==> src/rtl/vsm_pkg.sv <==
// vsm_pkg: shared codes, field widths and the control/status structs
// used by the voice_sample_mixer controller and datapath; no dependencies

package vsm_pkg;

    localparam int FUNC_W   = 2;
    localparam int FIELD_W  = 16;
    localparam int CHAN_W   = 2;
    localparam int STATUS_W = 2;
    localparam int ACTIVE_W = 6;
    localparam int S_DATA_W = 88;
    localparam int M_DATA_W = 40;

    typedef enum logic [FUNC_W-1:0] {
        FUNC_LOAD  = 2'd0,
        FUNC_START = 2'd1,
        FUNC_STOP  = 2'd2,
        FUNC_TICK  = 2'd3
    } func_t;

    typedef enum logic [STATUS_W-1:0] {
        STATUS_DONE    = 2'd0,
        STATUS_FULL    = 2'd1,
        STATUS_NO_CLIP = 2'd2
    } status_t;

    // commands from controller to datapath
    typedef struct packed {
        logic capture;
        logic load_wr;
        logic start_wr;
        logic walk_init;
        logic stop_step;
        logic skip;
        logic read_left;
        logic read_right;
        logic voice_step;
        logic commit_count;
        logic out_load;
    } vsm_cmd_t;

    // status from datapath to controller
    typedef struct packed {
        func_t func;
        logic  more;
        logic  match;
        logic  playing;
        logic  out_free;
    } vsm_sts_t;

endpackage

==> src/rtl/vsm_ctrl.sv <==
// vsm_ctrl: item sequencer for load, start, stop and the tick voice walk
// depends on vsm_pkg

module vsm_ctrl
    import vsm_pkg::*;
(
    input  logic     clk,
    input  logic     rst_n,
    input  logic     in_valid,
    output logic     in_ready,
    input  vsm_sts_t sts,
    output vsm_cmd_t cmd
);

    typedef enum logic [2:0] {
        ST_IDLE,
        ST_DISPATCH,
        ST_STOP_SCAN,
        ST_T_CHECK,
        ST_T_RIGHT,
        ST_T_DONE,
        ST_FINISH
    } state_t;

    state_t state_reg, state_next;

    always_comb
    begin
        state_next = state_reg;
        cmd        = '0;
        in_ready   = 1'b0;
        unique case (state_reg)
            ST_IDLE:
            begin
                in_ready = 1'b1;
                if (in_valid)
                begin
                    cmd.capture = 1'b1;
                    state_next  = ST_DISPATCH;
                end
            end
            ST_DISPATCH:
            begin
                unique case (sts.func)
                    FUNC_LOAD:
                    begin
                        cmd.load_wr = 1'b1;
                        state_next  = ST_FINISH;
                    end
                    FUNC_START:
                    begin
                        cmd.start_wr = 1'b1;
                        state_next   = ST_FINISH;
                    end
                    FUNC_STOP:
                    begin
                        cmd.walk_init = 1'b1;
                        state_next    = ST_STOP_SCAN;
                    end
                    FUNC_TICK:
                    begin
                        cmd.walk_init = 1'b1;
                        state_next    = ST_T_CHECK;
                    end
                    default:
                    begin
                        state_next = ST_FINISH;
                    end
                endcase
            end
            ST_STOP_SCAN:
            begin
                if (!sts.more)
                begin
                    state_next = ST_FINISH;
                end
                else
                begin
                    cmd.stop_step = 1'b1;
                    if (sts.match)
                    begin
                        state_next = ST_FINISH;
                    end
                end
            end
            ST_T_CHECK:
            begin
                priority if (!sts.more)
                begin
                    cmd.commit_count = 1'b1;
                    state_next       = ST_FINISH;
                end
                else if (!sts.playing)
                begin
                    cmd.skip = 1'b1;
                end
                else
                begin
                    cmd.read_left = 1'b1;
                    state_next    = ST_T_RIGHT;
                end
            end
            ST_T_RIGHT:
            begin
                cmd.read_right = 1'b1;
                state_next     = ST_T_DONE;
            end
            ST_T_DONE:
            begin
                cmd.voice_step = 1'b1;
                state_next     = ST_T_CHECK;
            end
            ST_FINISH:
            begin
                if (sts.out_free)
                begin
                    cmd.out_load = 1'b1;
                    state_next   = ST_IDLE;
                end
            end
            default:
            begin
                state_next = ST_IDLE;
            end
        endcase
    end

    always_ff @(posedge clk or negedge rst_n)
    begin
        if (!rst_n)
        begin
            state_reg <= ST_IDLE;
        end
        else
        begin
            state_reg <= state_next;
        end
    end

endmodule

==> config.mk <==
export PLATFORM = sky130hd
export DESIGN_NAME = vsm_ctrl
export DESIGN_NICKNAME = d
export VERILOG_FILES = /design/src/rtl/vsm_pkg.sv /design/src/rtl/vsm_ctrl.sv
export SDC_FILE = /design/constraint.sdc
export NUM_CORES = 1
export LEC_CHECK = 0
export BUFFER_PORTS_ARGS = -buffer_cell sky130_fd_sc_hd__buf_2
export CORE_AREA = 2 2 39 41
export DETAILED_ROUTE_END_ITERATION = 10
export DIE_AREA = 0 0 41 43
export MAX_ROUTING_LAYER = met4
export SYNTH_ARGS = -nofsm -noshare
export SYNTH_HDL_FRONTEND = slang
export SYNTH_SLANG_ARGS = --single-unit
==> constraint.sdc <==
create_clock -name clk -period 3.15 [get_ports clk]
set_input_delay 0.4725 -clock clk [delete_from_list [all_inputs] [get_ports clk]]
set_output_delay 0.4725 -clock clk [all_outputs]
set_load 0.005 [all_outputs]
# --- Word level (Yosys, flattened, before mapping) ---
# Index checks and enable logic that the tools add are counted.
classes:
  n_eq_ne: 13
  n_reduce_logical: 5
  muxes: 27
op_table:
  columns: ["operator", "count"]
  rows:
  - ["$mux W3", 7]
  - ["$pmux W3 S7", 1]
  - ["$mux W1", 16]
  - ["$eq A3 B3 Y1 const B", 3]
  - ["$pmux W3 S3", 1]
  - ["$eq A3 B2 Y1 const B", 2]
  - ["$ne A3 B3 Y1 const B", 2]
  - ["$eq A2 B2 Y1 const B", 2]
  - ["$mux W2", 2]
  - ["$ne A2 B2 Y1 const B", 2]
  - ["$reduce_and A4 Y1", 1]
  - ["$reduce_or A2 Y1", 2]
  - ["$eq A3 B1 Y1 const B", 1]
  - ["$logic_not A3 Y1", 1]
  - ["$eq A2 B1 Y1 const B", 1]
  - ["$logic_not A2 Y1", 1]
totals:
  word_cells: 46
  reg_bits: 3

# --- Longest topological paths before layout ---
depth:
  word_depth: 4
  ltp_mapped: 4
  mapped_depth_nobuf: 3

# --- Least setup slack after synthesis ---
# Ideal clock, no wire load.
synth_timing:
  path_type: "register to output"
  from: "register state_reg[1]"
  to: "output cmd[10] (netlist name)"
  n_path_buf: 1
  path_stages_with_launch: 4
  arrival_ps: 957
  t_required_ps: 2677
  path_slack_ps: 1720
  path_cell_list: "dfrtp_1 buf_2 nor3_1 and2_1"
synth_rtl:
  columns: ["item", "line_no", "text"]
  rows:
  - ["start, declared", "vsm_ctrl.sv:25", "state_t state_reg, state_next;"]
  - ["start signal, assigned", "vsm_ctrl.sv:136", "state_reg <= state_next;"]
  - ["end, declared", "vsm_ctrl.sv:12", "output vsm_cmd_t cmd"]

==> run_results.csv <==
group,metric,value,unit
worst_setup_path,slowest_delay,0.60,ns
worst_setup_path,cp_max_fo,15,
sta,finalHoldViolations,0,
power,p_per_area,805,mW/mm2
logic_synthesis,yosys.area.top_type_share,23.8,%
route,drtPass1Iterations,3,
route,post_drt_via_cell_ratio,4.67,
logic_synthesis,ys_top_cells_by_count,"nor3_1 (5), nor3b_1 (5), nand2_1 (4)",
grt,grt_pass1_wl,1210,um
clocking,clock_latency,0.24,ns
sta,tns,0,ns
worst_setup_path,crit_path_cell_trace,"nand2b_1 -> nor3_1 -> buf_2",
route,drtIter0Drc,9,
placed_design,post-dp-hpwl,624,um
status,status,"finished clean",
worst_setup_path,r2r_cells,3,
logic_synthesis,yosys_most_used_dff,"dfrtp_1",
logic_synthesis,synth_cells,39,
route,ant_nets,0,
logic_synthesis,synth_area_per_cell,8.08,um2
sta,setup_viol,0,
placed_design,pre_cts_slack,1.52,ns
sta,final.min_clock_period,1.89,ns
clocking,cts_buffers,3,
worst_setup_path,crit_arrival,1.41,ns
grt,grt_max_degree,16,
grt,antenna_found_initial,0,
sta,fin_skew,0.00578,ns
route,post_drt_wl_per_cell,10.3,um
layout,fin_area,440,um2
clocking,cts_tree,"done",
sta,worstMarginPinSlew,0.434,ns
logic_synthesis,synth_area,315,um2
logic_synthesis,yosysSeqAreaShare,23.8,%
floorplan,io_pins,21,
clocking,clkSinkCount,3,
logic_synthesis,async_flop_share,100,%
floorplan,rows,14,
grt,gr-total-overflow,0,
worst_setup_path,critPathLaunchType,"flip-flop",
route,drc,0,
layout,largest_reg_flops,3,
clocking,postCtsHoldBufs,0,
sta,rsz0062_at_grt,"false",
layout,final_util,31.8,%
layout,flow.area_growth_from_synthesis,39.7,%
floorplan,core_area,0.00138,mm2
sta,fin_ws,1.26,ns
clocking,clkSlewWorstSetupHoldPaths,0.04,ns
sta,slew_headroom,71.1,%
worst_setup_path,end_kind,"output port",
logic_synthesis,synth.top_cells.by_area,"dfrtp_1 (24%), nor3b_1 (12%), nor3_1 (7.9%)",
clocking,postCtsSetupBuffers,0,
power,ir_worst_vdd,0.000337,V
route,wirelength,783,um
sta,fin_hold_ws,0.0202,ns
logic_synthesis,yosysWarnings,0,
route,via_count,355,
clocking,cts_resized,0,
layout,antenna_cells,0,
placed_design,place.gp.congestion,0.797,
logic_synthesis,ys_ff_latch,3,
worst_hold_path,hp-class,"in2async",
grt,grt_util_all_layers,10.7,%
layout,nets,70,
sta,period_share,59.9,%
floorplan,die_w,41,um
placed_design,placement.io_buffers,20,
logic_synthesis,yosys.area.top_type,"dfrtp_1",
sta,slew_viol_final,0,
clocking,cts_buffer_depth,2,
floorplan,initial_utilization,22.8,%
sta,clock.fmax,530,MHz
clocking,cts_root_buf,"clkbuf_4",
grt,first_global_vias,293,
worst_setup_path,critical_path_class,"reg2out",
logic_synthesis,synth_edf_count,0,
floorplan,die_h,43,um
logic_synthesis,synth_nets,48,
floorplan,die_area,0.00176,mm2
logic_synthesis,yosysUniqueCellTypes,19,
power,leakage,0.212,nW
worst_setup_path,cp_slowest_cell,"dfrtp_1",
placed_design,place_area,414,um2
worst_setup_path,worstPathRequired,2.68,ns
flow_run,maxCapViolCount,0,
layout,drive_gt1_share,41.7,%
clocking,h-tree-depth,1,
[path summary, 6_finish.rpt]
kind / from / to / slack (ns)
min reg2reg: state_reg[2] / state_reg[1] / 0.71
max reg2reg: state_reg[0] / state_reg[2] / 1.80
max in group asynchronous: rst_n / state_reg[0] / 3.02
max: state_reg[0] / cmd[5] / 1.26
min: rst_n / state_reg[2] / 0.02
min in group clk: sts[0] / state_reg[1] / 0.56
[logic make-up after synthesis]
group | after synthesis | share of synthesized area (%)
flops | 3 | 23.8
mux | 1 | 3.57
compound gates | 7 | 15.5
simple gates | 24 | 49.2
buf+inv | 4 | 7.94
[where the power goes]
| group | internal (mW) | switching, mW | total, mW |
|---|---|---|---|
| combinational | 0.0927 | 0.0669 | 0.160 |
| sequential | 0.0582 | 0.0677 | 0.126 |
| clock | 0.0475 | 0.0215 | 0.0690 |
| total | 0.198 | 0.156 | 0.355 |
[cell usage in the layout (no fill, tap or decap), types with 2 or more instances in the layout]
cell | netlist | routed
nor3_1 | 5 | 5
nor2b_1 | 3 | 3
clkbuf_4 | 0 | 3
nand2_1 | 4 | 4
and2_1 | 2 | 2
nor3b_1 | 5 | 5
dfrtp_1 | 3 | 3
a21oi_1 | 2 | 2
nand2b_1 | 3 | 3
buf_2 | 2 | 20
[critical path, delay by kind of cell, from the launching register on]
kind          cells  cell delay, ns
buf+inv           1            0.15
flops             1            0.60
simple gates      2            0.43
[layer usage]
layer	global-route usage, %	part of all wire (%)	up-vias
li1	-	-	185
met1	14.9	48	149
met2	12.5	40	19
met3	6.28	10	2
met4	4.00	1.7	0
met5	-	0	-
[through the flow]
| step | power [mW] | cells |
|---|---|---|
| 2_1_floorplan | 0.247 | 39 |
| 4_1_cts | 0.360 | 76 |
| 3_3_place_gp | 0.287 | 72 |
| 5_1_grt | 0.390 | 76 |
| 3_5_place_dp | 0.289 | 72 |
| 6_report | 0.355 | 76 |
[layout make-up]
type / count / area, um2
Clock buffer: 4 / 26.3
Fill cell: 160 / 943
Inverter: 1 / 3.75
Multi-Input combinational cell: 32 / 215
Sequential cell: 3 / 75.1
Tap cell: 16 / 20.0
Timing Repair Buffer: 20 / 100
(Power assumes the default switching activity.)
